===== config.mk =====
export PLATFORM = sky130hd
export DESIGN_NAME = midi_note_to_frequency_flat
export DESIGN_NICKNAME = d
export VERILOG_FILES = /design/src/hdl/mnf_pkg.sv /design/src/hdl/mnf_if.sv /design/src/hdl/midi_note_to_frequency.sv /design/src/hdl/mnf_floor_div.sv /design/src/hdl/mnf_mantissa.sv /design/src/hdl/mnf_scale.sv /design/src/flat_wrapper.sv
export SDC_FILE = /design/constraint.sdc
export NUM_CORES = 2
export LEC_CHECK = 0
export BUFFER_PORTS_ARGS = -buffer_cell sky130_fd_sc_hd__buf_2
export CELL_PAD_IN_SITES_DETAIL_PLACEMENT = 1
export CELL_PAD_IN_SITES_GLOBAL_PLACEMENT = 1
export CORE_ASPECT_RATIO = 1.1
export CORE_UTILIZATION = 50
export DETAILED_ROUTE_END_ITERATION = 8
export GPL_TIMING_DRIVEN = 0
export PLACE_DENSITY_LB_ADDON = 0.25
export SYNTH_ARGS = -nofsm -noshare
export SYNTH_HDL_FRONTEND = slang
export SYNTH_SLANG_ARGS = --single-unit

===== constraint.sdc =====
create_clock -name clk -period 38.2 [get_ports clk]
set_clock_uncertainty 0.1 [all_clocks]
set_input_delay 3.82 -clock clk [delete_from_list [all_inputs] [get_ports clk]]
set_output_delay 3.82 -clock clk [all_outputs]
set_load 0.02 [all_outputs]

===== src/hdl/mnf_pkg.sv =====
// ----------------------------------------------------------------------------
// mnf_pkg
// constants, types, exp2 table and divider step for the note-to-frequency block
// ----------------------------------------------------------------------------
package mnf_pkg;

  // table shape
  localparam int EXP_TABLE_ENTRIES      = 64;
  localparam int MANTISSA_FRACTION_BITS = 16;

  // field widths
  localparam int NOTE_W  = 7;
  localparam int REF_W   = 24;
  localparam int STEPS_W = 8;
  localparam int FREQ_W  = 32;

  // fixed constants of the conversion
  localparam int NOTE_REF  = 69;
  localparam int NOTE_MAX  = 127;
  localparam int MIN_STEPS = 5;

  // configuration port
  localparam int CFG_DATA_W  = REF_W;
  localparam int CFG_INDEX_W = 1;

  typedef enum logic [CFG_INDEX_W-1:0] {
    CFG_REFERENCE_FREQUENCY = 1'b0,
    CFG_STEPS_PER_OCTAVE    = 1'b1
  } cfg_reg_t;

  localparam logic [REF_W-1:0]   REF_RESET   = 24'd450560;
  localparam logic [STEPS_W-1:0] STEPS_RESET = 8'd12;

  // octave quotient range
  localparam int Q_MAG = (NOTE_REF + MIN_STEPS - 1) / MIN_STEPS;
  localparam int Q_MAX = (NOTE_MAX - NOTE_REF) / MIN_STEPS;
  localparam int A_MAX = (NOTE_REF > NOTE_MAX - NOTE_REF) ? NOTE_REF : NOTE_MAX - NOTE_REF;
  localparam int QB    = $clog2(A_MAX / MIN_STEPS + 1);
  localparam int QW    = $clog2((Q_MAG > Q_MAX + 1) ? Q_MAG : Q_MAX + 1) + 1;

  // mantissa and table widths
  localparam int TW  = MANTISSA_FRACTION_BITS + 2;
  localparam int KW  = $clog2(EXP_TABLE_ENTRIES);
  localparam int IW  = $clog2(EXP_TABLE_ENTRIES + 1);
  localparam int TDW = STEPS_W + KW;

  typedef logic [EXP_TABLE_ENTRIES:0][TW-1:0] exp_table_t;

  // truncated n-th power of c in q2.30, frozen once it passes 2.0
  function automatic logic [63:0] pow_q30(input logic [63:0] c, input int n);
    logic [63:0] p;
    logic        done;
    p    = 64'd1 << 30;
    done = 1'b0;
    for (int i = 0; i < n; i++) begin
      if (!done) begin
        p = (p * c) >> 30;
        if (p > (64'd1 << 31)) done = 1'b1;
      end
    end
    return p;
  endfunction

  function automatic exp_table_t build_exp_table();
    exp_table_t  tab;
    logic [63:0] lo;
    logic [63:0] hi;
    logic [63:0] mid;
    logic [63:0] c;
    logic [63:0] p;
    int          sh;
    lo = 64'd1 << 30;
    hi = 64'd1 << 31;
    sh = 30 - MANTISSA_FRACTION_BITS;
    for (int k = 0; k < 31; k++) begin
      mid = (lo + hi) >> 1;
      if (pow_q30(mid, EXP_TABLE_ENTRIES) <= (64'd1 << 31)) lo = mid;
      else hi = mid;
    end
    c = lo;
    p = 64'd1 << 30;
    for (int i = 0; i <= EXP_TABLE_ENTRIES; i++) begin
      tab[i] = TW'((p + (64'd1 << (sh - 1))) >> sh);
      p      = (p * c) >> 30;
    end
    tab[EXP_TABLE_ENTRIES] = TW'(64'd2 << MANTISSA_FRACTION_BITS);
    return tab;
  endfunction

  localparam exp_table_t EXP_TABLE = build_exp_table();

  function automatic int max_step(input exp_table_t tab);
    int m;
    m = 0;
    for (int i = 0; i < EXP_TABLE_ENTRIES; i++) begin
      if (int'(tab[i+1] - tab[i]) > m) m = int'(tab[i+1] - tab[i]);
    end
    return m;
  endfunction

  localparam int DW  = $clog2(max_step(EXP_TABLE) + 1);
  localparam int PDW = DW + STEPS_W;

  // scaling widths
  localparam int PW      = REF_W + TW;
  localparam int LSH_MAX = (Q_MAX > TW) ? Q_MAX - TW : 0;
  localparam int XW      = PW + LSH_MAX;
  localparam int SHW     = $clog2(TW + Q_MAG + 1) + 1;

  typedef struct packed {
    logic                      valid;
    logic signed [QW-1:0]      q;
    logic        [STEPS_W-1:0] r;
  } qr_t;

  typedef struct packed {
    logic                 valid;
    logic signed [QW-1:0] q;
    logic        [TW-1:0] m;
  } mant_t;

  typedef struct packed {
    logic              valid;
    logic [FREQ_W-1:0] frequency;
    logic              saturated;
  } result_t;

  // one restoring division step: {remainder, quotient bit}
  function automatic logic [STEPS_W:0] div_step(input logic [STEPS_W-1:0] rem,
                                                input logic din,
                                                input logic [STEPS_W-1:0] divisor);
    logic [STEPS_W:0] cand;
    logic [STEPS_W:0] res;
    cand = {rem, din};
    if (cand >= {1'b0, divisor}) begin
      res = {STEPS_W'(cand - {1'b0, divisor}), 1'b1};
    end else begin
      res = {cand[STEPS_W-1:0], 1'b0};
    end
    return res;
  endfunction

endpackage


===== src/hdl/mnf_if.sv =====
// ----------------------------------------------------------------------------
// mnf channels
// valid/ready channels for notes in and frequencies out
// ----------------------------------------------------------------------------
interface mnf_note_if;
  logic                        valid;
  logic                        ready;
  logic [mnf_pkg::NOTE_W-1:0]  note_number;

  modport source (output valid, output note_number, input ready);
  modport sink (input valid, input note_number, output ready);
endinterface

interface mnf_result_if;
  logic                        valid;
  logic                        ready;
  logic [mnf_pkg::FREQ_W-1:0]  frequency;
  logic                        saturated;

  modport source (output valid, output frequency, output saturated, input ready);
  modport sink (input valid, input frequency, input saturated, output ready);
endinterface


===== src/hdl/midi_note_to_frequency.sv =====
// ----------------------------------------------------------------------------
// midi_note_to_frequency
// equal-tempered note frequency with configurable octave split and reference
// ----------------------------------------------------------------------------
//
//   channel   dir  payload                          accepted when
//   notes     in   note_number[6:0]                 notes.valid & notes.ready
//   results   out  frequency[31:0], saturated       results.valid & results.ready
//   cfg       in   cfg_index[0], cfg_data[23:0]     cfg_we
//
// one item per cycle unless the pipeline holds; a note reaches results through
// thirty registers: the three restoring dividers (4, 6 and 11 quotient bits,
// one bit a stage) and nine others, the output buffer included
// rst is synchronous and clears every valid bit, the output buffer and the
// two configuration registers (440 Hz, 12 steps)
// a two-entry output buffer lets notes flow while one result waits; the whole
// pipeline holds only when the buffer is full and results stalls
//
module midi_note_to_frequency (
  input  logic                             clk,
  input  logic                             rst,
  input  logic                             cfg_we,
  input  logic [mnf_pkg::CFG_INDEX_W-1:0]  cfg_index,
  input  logic [mnf_pkg::CFG_DATA_W-1:0]   cfg_data,
  mnf_note_if.sink                         notes,
  mnf_result_if.source                     results
);

  localparam logic [1:0] FILL_EMPTY = 2'd0;
  localparam logic [1:0] FILL_ONE   = 2'd1;
  localparam logic [1:0] FILL_FULL  = 2'd2;

  // configuration registers; steps are held already clamped to the minimum
  logic [mnf_pkg::REF_W-1:0]   reference_frequency;
  logic [mnf_pkg::STEPS_W-1:0] steps_per_octave;

  // pipeline links
  mnf_pkg::qr_t     qr;
  mnf_pkg::mant_t   mant;
  mnf_pkg::result_t res;
  logic             pipe_adv;

  // output buffer: head is what results shows, tail is the skid entry
  logic [1:0]                 fill;
  logic [1:0]                 fill_next;
  logic                       push;
  logic                       pop;
  logic [mnf_pkg::FREQ_W-1:0] hd_freq;
  logic                       hd_sat;
  logic [mnf_pkg::FREQ_W-1:0] tl_freq;
  logic                       tl_sat;

  always_ff @(posedge clk) begin
    if (rst) begin
      reference_frequency <= mnf_pkg::REF_RESET;
      steps_per_octave    <= mnf_pkg::STEPS_RESET;
    end else if (cfg_we) begin
      unique case (mnf_pkg::cfg_reg_t'(cfg_index))
        mnf_pkg::CFG_REFERENCE_FREQUENCY: begin
          reference_frequency <= cfg_data[mnf_pkg::REF_W-1:0];
        end
        mnf_pkg::CFG_STEPS_PER_OCTAVE: begin
          // fewer than five steps behaves as five
          steps_per_octave <=
            (cfg_data[mnf_pkg::STEPS_W-1:0] < mnf_pkg::STEPS_W'(mnf_pkg::MIN_STEPS))
              ? mnf_pkg::STEPS_W'(mnf_pkg::MIN_STEPS)
              : cfg_data[mnf_pkg::STEPS_W-1:0];
        end
      endcase
    end
  end

  // every stage moves together unless a finished result has nowhere to go
  assign pipe_adv    = !(res.valid && (fill == FILL_FULL) && !results.ready);
  assign notes.ready = pipe_adv;

  // octave quotient and step remainder
  mnf_floor_div u_floor_div (
    .clk         (clk),
    .rst         (rst),
    .adv         (pipe_adv),
    .in_valid    (notes.valid),
    .note_number (notes.note_number),
    .steps       (steps_per_octave),
    .qr          (qr)
  );

  // fractional power of two from the table
  mnf_mantissa u_mantissa (
    .clk   (clk),
    .rst   (rst),
    .adv   (pipe_adv),
    .qr    (qr),
    .steps (steps_per_octave),
    .mant  (mant)
  );

  // scale by the reference and the octave
  mnf_scale u_scale (
    .clk       (clk),
    .rst       (rst),
    .adv       (pipe_adv),
    .mant      (mant),
    .reference (reference_frequency),
    .res       (res)
  );

  // output buffer bookkeeping
  always_comb begin
    push      = res.valid && pipe_adv;
    pop       = (fill != FILL_EMPTY) && results.ready;
    fill_next = 2'(fill + 2'(push) - 2'(pop));
  end

  always_ff @(posedge clk) begin
    if (rst) begin
      fill <= FILL_EMPTY;
    end else begin
      fill <= fill_next;
    end
  end

  always_ff @(posedge clk) begin
    // head takes a new item when it is free or being emptied with nothing behind
    if (push && ((fill == FILL_EMPTY) || ((fill == FILL_ONE) && pop))) begin
      hd_freq <= res.frequency;
      hd_sat  <= res.saturated;
    end else if (pop && (fill == FILL_FULL)) begin
      hd_freq <= tl_freq;
      hd_sat  <= tl_sat;
    end
    // tail fills when the head stays occupied
    if (push && (((fill == FILL_ONE) && !pop) || (fill == FILL_FULL))) begin
      tl_freq <= res.frequency;
      tl_sat  <= res.saturated;
    end
  end

  assign results.valid     = fill != FILL_EMPTY;
  assign results.frequency = hd_freq;
  assign results.saturated = hd_sat;

endmodule


===== src/hdl/mnf_floor_div.sv =====
// ----------------------------------------------------------------------------
// mnf_floor_div
// floor quotient and remainder of note - 69 by the step count, one bit a stage
// ----------------------------------------------------------------------------
module mnf_floor_div (
  input  logic                         clk,
  input  logic                         rst,
  input  logic                         adv,
  input  logic                         in_valid,
  input  logic [mnf_pkg::NOTE_W-1:0]   note_number,
  input  logic [mnf_pkg::STEPS_W-1:0]  steps,
  output mnf_pkg::qr_t                 qr
);

  localparam int QB = mnf_pkg::QB;
  localparam int QW = mnf_pkg::QW;
  localparam int NW = mnf_pkg::NOTE_W;
  localparam int SW = mnf_pkg::STEPS_W;

  logic [QB:0]   v;
  logic          neg [0:QB];
  logic [SW-1:0] rem [0:QB];
  logic [QB-1:0] w   [0:QB];

  logic          neg_in;
  logic [NW-1:0] mag_in;

  logic                 out_v;
  logic signed [QW-1:0] out_q;
  logic        [SW-1:0] out_r;

  logic                 nz;
  logic        [QW-1:0] qmag;
  logic signed [QW-1:0] q_next;
  logic        [SW-1:0] r_next;

  // sign and magnitude of the offset from the reference note
  always_comb begin
    neg_in = note_number < NW'(mnf_pkg::NOTE_REF);
    mag_in = neg_in ? NW'(mnf_pkg::NOTE_REF) - note_number
                    : note_number - NW'(mnf_pkg::NOTE_REF);
  end

  always_ff @(posedge clk) begin
    if (rst) begin
      v <= '0;
    end else if (adv) begin
      v <= {v[QB-1:0], in_valid};
    end
  end

  always_ff @(posedge clk) begin
    if (adv) begin
      neg[0] <= neg_in;
      rem[0] <= SW'(mag_in >> QB);
      w[0]   <= mag_in[QB-1:0];
    end
  end

  for (genvar j = 0; j < QB; j++) begin : g_step
    logic [SW:0] step;
    assign step = mnf_pkg::div_step(rem[j], w[j][QB-1], steps);

    always_ff @(posedge clk) begin
      if (adv) begin
        neg[j+1] <= neg[j];
        rem[j+1] <= step[SW:1];
        w[j+1]   <= QB'({w[j], step[0]});
      end
    end
  end

  // turn the truncated magnitude quotient into a floor quotient
  always_comb begin
    nz     = rem[QB] != '0;
    qmag   = QW'(w[QB]) + QW'(nz);
    q_next = neg[QB] ? -$signed(qmag) : $signed(QW'(w[QB]));
    r_next = (neg[QB] && nz) ? steps - rem[QB] : rem[QB];
  end

  always_ff @(posedge clk) begin
    if (rst) begin
      out_v <= 1'b0;
    end else if (adv) begin
      out_v <= v[QB];
    end
  end

  always_ff @(posedge clk) begin
    if (adv) begin
      out_q <= q_next;
      out_r <= r_next;
    end
  end

  always_comb begin
    qr.valid = out_v;
    qr.q     = out_q;
    qr.r     = out_r;
  end

endmodule


===== src/hdl/mnf_mantissa.sv =====
// ----------------------------------------------------------------------------
// mnf_mantissa
// 2^(r/steps) in q1.f by exp2 table lookup and linear interpolation
// ----------------------------------------------------------------------------
module mnf_mantissa (
  input  logic                         clk,
  input  logic                         rst,
  input  logic                         adv,
  input  mnf_pkg::qr_t                 qr,
  input  logic [mnf_pkg::STEPS_W-1:0]  steps,
  output mnf_pkg::mant_t               mant
);

  localparam int KW  = mnf_pkg::KW;
  localparam int DW  = mnf_pkg::DW;
  localparam int TW  = mnf_pkg::TW;
  localparam int IW  = mnf_pkg::IW;
  localparam int QW  = mnf_pkg::QW;
  localparam int SW  = mnf_pkg::STEPS_W;
  localparam int TDW = mnf_pkg::TDW;
  localparam int PDW = mnf_pkg::PDW;
  localparam int L   = KW + DW + 4;

  logic [L-1:0] vld;

  // table index division stages
  logic signed [QW-1:0] aq   [0:KW];
  logic        [SW-1:0] arem [0:KW];
  logic        [KW-1:0] aw   [0:KW];

  // lookup stage
  logic signed [QW-1:0] lk_q;
  logic        [TW-1:0] lk_tk;
  logic        [DW-1:0] lk_diff;
  logic        [SW-1:0] lk_e;

  // interpolation division stages
  logic signed [QW-1:0] bq   [0:DW];
  logic        [TW-1:0] btk  [0:DW];
  logic        [SW-1:0] brem [0:DW];
  logic        [DW-1:0] bw   [0:DW];

  logic signed [QW-1:0] out_q;
  logic        [TW-1:0] out_m;

  logic [TDW-1:0] t_in;
  logic [IW-1:0]  idx0;
  logic [IW-1:0]  idx1;
  logic [PDW-1:0] prod_e;

  always_ff @(posedge clk) begin
    if (rst) begin
      vld <= '0;
    end else if (adv) begin
      vld <= {vld[L-2:0], qr.valid};
    end
  end

  // t = r * entries
  assign t_in = TDW'(int'(qr.r) * mnf_pkg::EXP_TABLE_ENTRIES);

  always_ff @(posedge clk) begin
    if (adv) begin
      aq[0]   <= qr.q;
      arem[0] <= SW'(t_in >> KW);
      aw[0]   <= t_in[KW-1:0];
    end
  end

  for (genvar j = 0; j < KW; j++) begin : g_kstep
    logic [SW:0] step;
    assign step = mnf_pkg::div_step(arem[j], aw[j][KW-1], steps);

    always_ff @(posedge clk) begin
      if (adv) begin
        aq[j+1]   <= aq[j];
        arem[j+1] <= step[SW:1];
        aw[j+1]   <= KW'({aw[j], step[0]});
      end
    end
  end

  // neighbouring table entries
  always_comb begin
    idx0 = IW'(aw[KW]);
    idx1 = idx0 + IW'(1);
  end

  always_ff @(posedge clk) begin
    if (adv) begin
      lk_q    <= aq[KW];
      lk_tk   <= mnf_pkg::EXP_TABLE[idx0];
      lk_diff <= DW'(mnf_pkg::EXP_TABLE[idx1] - mnf_pkg::EXP_TABLE[idx0]);
      lk_e    <= arem[KW];
    end
  end

  assign prod_e = PDW'(lk_diff) * PDW'(lk_e);

  always_ff @(posedge clk) begin
    if (adv) begin
      bq[0]   <= lk_q;
      btk[0]  <= lk_tk;
      brem[0] <= SW'(prod_e >> DW);
      bw[0]   <= prod_e[DW-1:0];
    end
  end

  for (genvar j = 0; j < DW; j++) begin : g_fstep
    logic [SW:0] step;
    assign step = mnf_pkg::div_step(brem[j], bw[j][DW-1], steps);

    always_ff @(posedge clk) begin
      if (adv) begin
        bq[j+1]   <= bq[j];
        btk[j+1]  <= btk[j];
        brem[j+1] <= step[SW:1];
        bw[j+1]   <= DW'({bw[j], step[0]});
      end
    end
  end

  always_ff @(posedge clk) begin
    if (adv) begin
      out_q <= bq[DW];
      out_m <= btk[DW] + TW'(bw[DW]);
    end
  end

  always_comb begin
    mant.valid = vld[L-1];
    mant.q     = out_q;
    mant.m     = out_m;
  end

endmodule


===== src/hdl/mnf_scale.sv =====
// ----------------------------------------------------------------------------
// mnf_scale
// reference times mantissa, shifted by the octave, truncated and saturated
// ----------------------------------------------------------------------------
module mnf_scale (
  input  logic                        clk,
  input  logic                        rst,
  input  logic                        adv,
  input  mnf_pkg::mant_t              mant,
  input  logic [mnf_pkg::REF_W-1:0]   reference,
  output mnf_pkg::result_t            res
);

  localparam int PW  = mnf_pkg::PW;
  localparam int XW  = mnf_pkg::XW;
  localparam int QW  = mnf_pkg::QW;
  localparam int SHW = mnf_pkg::SHW;
  localparam int FW  = mnf_pkg::FREQ_W;

  logic                 pv;
  logic signed [QW-1:0] pq;
  logic        [PW-1:0] prod;
  logic        [PW-1:0] prod_c;

  logic                  shamt_neg;
  logic signed [SHW-1:0] shamt;
  logic        [SHW-1:0] rsh;
  logic        [SHW-1:0] lsh;
  logic        [XW-1:0]  pext;
  logic        [XW-1:0]  wide;
  logic                  sat;

  logic          ov;
  logic [FW-1:0] ofreq;
  logic          osat;

  assign prod_c = reference * mant.m;

  always_ff @(posedge clk) begin
    if (rst) begin
      pv <= 1'b0;
    end else if (adv) begin
      pv <= mant.valid;
    end
  end

  always_ff @(posedge clk) begin
    if (adv) begin
      pq   <= mant.q;
      prod <= prod_c;
    end
  end

  // product carries 10 + f fraction bits, result wants 8
  always_comb begin
    shamt     = SHW'(pq) - SHW'(mnf_pkg::MANTISSA_FRACTION_BITS + 2);
    shamt_neg = shamt[SHW-1];
    rsh       = -shamt;
    lsh       = shamt;
    pext      = XW'(prod);
    wide      = shamt_neg ? (pext >> rsh) : (pext << lsh);
    sat       = |wide[XW-1:FW];
  end

  always_ff @(posedge clk) begin
    if (rst) begin
      ov <= 1'b0;
    end else if (adv) begin
      ov <= pv;
    end
  end

  always_ff @(posedge clk) begin
    if (adv) begin
      ofreq <= sat ? '1 : wide[FW-1:0];
      osat  <= sat;
    end
  end

  always_comb begin
    res.valid     = ov;
    res.frequency = ofreq;
    res.saturated = osat;
  end

endmodule


===== src/flat_wrapper.sv =====
// flat-port wrapper written by rule: the top's interface ports become plain ports
module midi_note_to_frequency_flat 
  (clk, rst, cfg_we, cfg_index, cfg_data, notes_valid, notes_note_number, notes_ready, results_valid, results_frequency, results_saturated, results_ready);
  mnf_note_if notes_i ();
  mnf_result_if results_i ();
  input  logic clk;
  input  logic rst;
  input  logic cfg_we;
  input  logic [mnf_pkg::CFG_INDEX_W-1:0] cfg_index;
  input  logic [mnf_pkg::CFG_DATA_W-1:0] cfg_data;
  input wire logic [$bits(notes_i.valid)-1:0] notes_valid;
  input wire logic [$bits(notes_i.note_number)-1:0] notes_note_number;
  output wire logic [$bits(notes_i.ready)-1:0] notes_ready;
  output wire logic [$bits(results_i.valid)-1:0] results_valid;
  output wire logic [$bits(results_i.frequency)-1:0] results_frequency;
  output wire logic [$bits(results_i.saturated)-1:0] results_saturated;
  input wire logic [$bits(results_i.ready)-1:0] results_ready;
  assign notes_i.valid = notes_valid;
  assign notes_i.note_number = notes_note_number;
  assign notes_ready = notes_i.ready;
  assign results_valid = results_i.valid;
  assign results_frequency = results_i.frequency;
  assign results_saturated = results_i.saturated;
  assign results_i.ready = results_ready;
  midi_note_to_frequency u_core (.clk(clk), .rst(rst), .cfg_we(cfg_we), .cfg_index(cfg_index), .cfg_data(cfg_data), .notes(notes_i), .results(results_i));
endmodule

==> Yosys cells after proc, flatten, opt, wreduce, memory -nomap -nowiden <==
Memory sizes are Yosys's and may differ from the RTL's. A register that Yosys moved wholly into a read port is not among the register bits.
Index checks and enable logic that the tools add are counted.
{ "totals": {"ff_bits": 269, "rom_bits": 3456, "n_memories": 12, "out_inout_bits": 35, "ram_bits": 702} }
{ "memory_table": {"columns": ["memory", "words", "word_bits", "rd", "rd_clocked_by_memory_dff", "wr", "line", "text"], "rows": [
  ["(no name shown)", 128, 18, 1, 0, 0, "mnf_mantissa.sv:93", "lk_diff <= DW'(mnf_pkg::EXP_TABLE[idx1] - mnf_pkg::EXP_TABLE[idx0]);"],
  ["(no name shown)", 64, 18, 1, 0, 0, "mnf_mantissa.sv:93", null],
  ["u_core.u_mantissa.btk", 12, 18, 12, 0, 12, "mnf_mantissa.sv:39", "logic [TW-1:0] btk [0:DW];"],
  ["u_core.u_mantissa.bw", 12, 11, 12, 0, 12, "mnf_mantissa.sv:41", "logic [DW-1:0] bw [0:DW];"],
  ["u_core.u_mantissa.brem", 12, 8, 11, 0, 12, "mnf_mantissa.sv:40", "logic [SW-1:0] brem [0:DW];"],
  ["u_core.u_mantissa.bq", 12, 5, 12, 1, 12, "mnf_mantissa.sv:38", "logic signed [QW-1:0] bq [0:DW];"],
  ["6 more memories", null, null, null, null, null, null, null]
]} }
{ "op_classes": {"bitwise_logic": 1, "n_eq_ne": 2, "n_addsub": 33, "shifts": 2, "multipliers": 2, "n_lt_le_gt_ge": 25, "n_mux": 33, "reduce_logical": 25} }
{ "ops": {"columns": ["op", "count"], "rows": [
  [">= comparator 9 x 8 -> 1 bit", 21],
  ["two-way mux 9 bit", 21],
  ["subtractor 8 bit", 22],
  ["two-way mux 32 bit", 2],
  ["multiplier 24 x 18 -> 42 bit", 1],
  ["two-way mux 42 bit", 1],
  ["left shift 42 x 7 -> 42 bit", 1],
  ["right shift 42 x 7 -> 42 bit", 1],
  ["multiplier 11 x 8 -> 19 bit", 1],
  ["adder 18 x 11 -> 18 bit", 1],
  ["two-way mux 18 bit", 1],
  ["two-way mux 8 bit", 2],
  ["two-way mux 11 bit", 1],
  ["subtractor 11 bit", 1],
  ["logical AND 1 bit", 10],
  ["OR reduction 10 bit", 1],
  ["less-than comparator 6 x 8 -> 1 bit (second input constant)", 1],
  ["less-than comparator 7 x 8 -> 1 bit (second input constant)", 1],
  ["less-than comparator 8 x 3 -> 1 bit (second input constant)", 1],
  ["nonzero test 8 bit", 1],
  ["adder 6 x 1 -> 7 bit (second input constant)", 1],
  ["less-than comparator 7 bit (second input constant)", 1],
  ["two-way mux 7 bit", 1],
  ["negator 7 bit", 1],
  ["17 further kinds", 27]
]} }

==> Longest topological paths before layout <==
{ "depth": {"ltp_word": 7, "mapped_depth": 24} }

==> By module <==
From an unflattened synthesis, not the netlist that was laid out.
{ "unflattened": {"cells_unflattened": 5552, "area_unflattened_um2": 62597.5} }
{ "modules_own_cells": {"columns": ["module", "seq_area_each_um2", "cells_each", "n_inst", "area_per_inst_um2"], "rows": [
  ["mnf_mantissa", 19849.0, 2721, 1, 34538.1],
  ["mnf_scale", 2442.3, 2125, 1, 19272.2],
  ["mnf_floor_div", 2312.2, 435, 1, 4948.5],
  ["midi_note_to_frequency", 2662.6, 271, 1, 3838.7]
]} }

==> Worst setup path after synthesis <==
Ideal clock, no wire load.
{ "synth_timing": {"kind": "input to output", "start": "in results_ready", "end": "out notes_ready", "arrival_time_ns": 25.990, "path_buffers": 1, "path_stages": 3, "slack_ns": 8.290, "path_cell_list": "and3b_1 -> inv_1 -> clkbuf_1"} }
{ "synth_via": {"elab_chain_cells": 3} }
{ "synth_lines": {"columns": ["item", "line", "text"], "rows": [
  ["start: declaration", "flat_wrapper.sv:17", "input wire logic [$bits(results_i.ready)-1:0] results_ready;"],
  ["zero test 1 bit", "midi_note_to_frequency.sv:74", "assign pipe_adv = !(res.valid && (fill == FILL_FULL) && !results.ready);"],
  ["logical AND 1 bit", "midi_note_to_frequency.sv:74", null],
  ["zero test 1 bit", "midi_note_to_frequency.sv:74", null],
  ["end: declaration", "flat_wrapper.sv:13", "output wire logic [$bits(notes_i.ready)-1:0] notes_ready;"]
]} }
Every way passes these cells.

==> Final worst setup path <==
Ends and elaborated chain as after synthesis.

==> impl_results.md <==
- Outcome: complete, no violations
- Clk slew on worst S/H paths: 0.06 ns
- Number of global-route vias before repair: 44000
- # nets final: approximately 6300
- CTS H-tree lvls: 3
- Post-CTS Setup Bufs: 0
- DIE AREA: approximately 0.12 sq mm
- Slowest CP cell: clkbuf_4
- GP Congestion: 0.941
- Post-layout minimum cycle time: 9.58 ns
- Largest cells by area after synthesis: edfxtp_1 (43%), fa_1 (14%), ha_1 (8.0%)
- Met1 global-route usage: 31.2%
- Clk_lat worst skew: roughly 0.7 ns
- Setup CP Type: in2out
- Worst-margin pin slew: between 1 and 1.5 ns
- M2 GR Usage: 47.8%
- Fin. Hold Viols: 0
- Gr ovfl total: 0
- Post-route design area: 0.0661 sq mm
- GRT busiest layer: met2
- Synth Area per Inst: roughly 11 sq um
- Root buf cell: clkbuf_16
- Count leader, synth: edfxtp_1
- Post-DP HPWL: 120000 um
- Layout Utilization: 55.3%
- Antenna violations before repair: 7
- Startpoint Class: input port
- # setup viols final: 0
- Storage cell area: 0.0273 sq mm
- Post-Syn Instances: 5295
- Residual DRC: 0
- Pins over their slew limit: 0
- Vias per cell: 5.65
- Die span in y: between 300 and 400 um
- Worst setup margin: 28.62 ns
- Synth cell types: about 90
- Main flop type after synthesis: edfxtp_1
- CP Max Fanout: 67
- Initial core utilization: 50.3%
- Post-Place Setup Slack: 28.57 ns
- Cells along the critical path: buf_2 -> and3b_1 -> inv_1 -> clkbuf_4 -> buf_16 -> buf_2
- Placement Rows: around 130
- M3 GR Usage: under 10%
- CORE AREA: 0.119 sq mm
- Filler cells: 12700
- Max-cap viol count: 0
- Arr. time, crit path: ~5.7 ns
- First-pass GRT wire length: 249000 um
- Post-synth top area share: 43.2%
- CTS tree: done
- EDFF count, synth: just under 900
- Cell area after synthesis: between 0.06 and 0.07 sq mm
- Top cells by count, synth: edfxtp_1 (866), nand2_1 (694), inv_1 (631)
- Total global-route track usage: 26.5%
- Num CTS Buffers: 96
- Delay of the slowest cell on the worst path: 0.77 ns
- Synth area leader: edfxtp_1
- Vias post-DR: 40200
- DR WL/cell: ~22 um
- Synth warn: 0
- Die width: 333 um
- Initial drt markers: 2116
- RSZ-0062 raised after global routing: no
- Share of layout cells above drive strength 1: 8.58%
- Hold crit path type: reg2reg
- Critical path's top delay family: buffers and inverters
- Hold_buf cts: 0
- WP buf/inv: 5
- First drt pass iteration count: 5
- Clock Tree Buf Depth: 3
- Largest net degree at the start of global routing: 73
- Worst Path Required: 34.28 ns
- FFs w/ async S/R, synth: 0%
- Period utilization: 25.1%
- CTS sink count: slightly above 900
- Multi-input logic area: 0.0295 sq mm
- Placed cell areas: 0.0629 sq mm
- PostCTS Resize Cnt: 0
- Sum Neg Setup Slack: 0 ns
- Worst relative slew slack: 5.44%
- Most common cell on crit path: buf_2
- Antenna-violating nets left: 0
- # IOs: 72
- Crit end category: output pin
- Area grow syn2layout: 9.91%
- Post-Syn Nets: 6144
- Fmax: 104 MHz
- IO Port Bufs: 70
- DRT Wirelength: 159000 um
- Flip-flop and latch count after synthesis: 929
- Seq/Total Area, Yosys: 45.3%
[metrics by stage]
stage          std cells  hold WS [ns]
6_report            7115         0.272
3_3_place_gp        6917         0.300
4_1_cts             7110         0.259
5_1_grt             7113         0.281
2_1_floorplan       5295         0.300
3_5_place_dp        6933         0.305
[path summary, 6_finish.rpt]
| kind | slack [ns] | cells after the start | end | start |
|---|---|---|---|---|
| setup reg to reg | 30.44 | 23 | u_core.u_scale.pext[40]$_DFFE_PN_ | u_core.reference_frequency[9]$_SDFFE_PP0P_ |
| hold reg to reg | 0.27 | 0 | u_core.u_mantissa.bw[2][5]$_DFFE_PN_ | u_core.u_mantissa.bw[1][37]$_DFFE_PN_ |
| hold / removal | 0.27 | 0 | u_core.u_mantissa.bw[2][5]$_DFFE_PN_ | u_core.u_mantissa.bw[1][37]$_DFFE_PN_ |
| setup / recovery | 28.62 | 6 | notes_ready | results_ready |
[layout by cell type (no fill, tap or decap), types with 34 or more instances in the layout]
cell and count:
nor3_1 50, nor2_1 255, buf_2 102, nor2b_1 56, a31oi_1 34, ha_1 383
a21oi_1 254, dfxtp_1 61, xor2_1 60, o21ai_0 229, mux2i_1 78, nand2b_1 43
xnor2_1 120, clkbuf_16 97, a211oi_1 34, nand3_1 43, nand4_1 35, and2_1 210
mux2_2 117, inv_1 630, edfxtp_1 866, nand2_1 693, fa_1 429, clkbuf_1 189
a21o_1 53
[area by class of cell]
cell class	count	share of cell area, %
multi-input cells	3501	44.7
plain buffers	229	1.44
flip-flops and latches	929	41.2
inverters	636	3.61
clock buffers	114	3.80
clock inverters	63	1.09
diodes	5	0.0189
well taps	1552	2.94
repair buffers	86	1.15
[routing by layer]
layer / vias to the layer above / part of all wire (%)
met2: 878 / 52
met5: - / 0
li1: 18400 / -
met4: 0 / 5.2
met1: 20500 / 39
met3: 340 / 3.5
[kinds of logic after synthesis]
| kind of cell | after synthesis | synth area share, % |
|---|---|---|
| and+or+nand+nor | 1455 | 11.1 |
| DFF | 929 | 45.3 |
| buffers and inverters | 865 | 5.55 |
| AOI/OAI and AO/OA | 824 | 8.41 |
| adders and majority gates | 812 | 22.2 |
| muxes | 224 | 4.56 |
| xor gates and xnor gates | 186 | 2.81 |
[flip-flops by register name (all words and copies together) (netlist names), 11 cells and up]
name                        flops
u_core.results.frequency       32
u_core.u_mantissa.arem         56
u_core.reference_frequency     24
u_core.u_mantissa.brem         88
u_core.u_mantissa.bw          132
u_core.u_floor_div.rem         35
u_core.u_mantissa.aq           35
u_core.u_mantissa.bq           60
u_core.u_mantissa.btk         192
u_core.u_scale.ofreq           32
u_core.u_mantissa.vld          21
u_core.u_mantissa.out_m        18
u_core.u_scale.pext            42
u_core.tl_freq                 32
u_core.u_floor_div.w           20
u_core.u_mantissa.lk_tk        16
u_core.u_mantissa.lk_diff      11
u_core.u_mantissa.aw           21
Power is not shown: default switching activity piles up to over one toggle a cycle in this logic, so the estimate is an artifact.
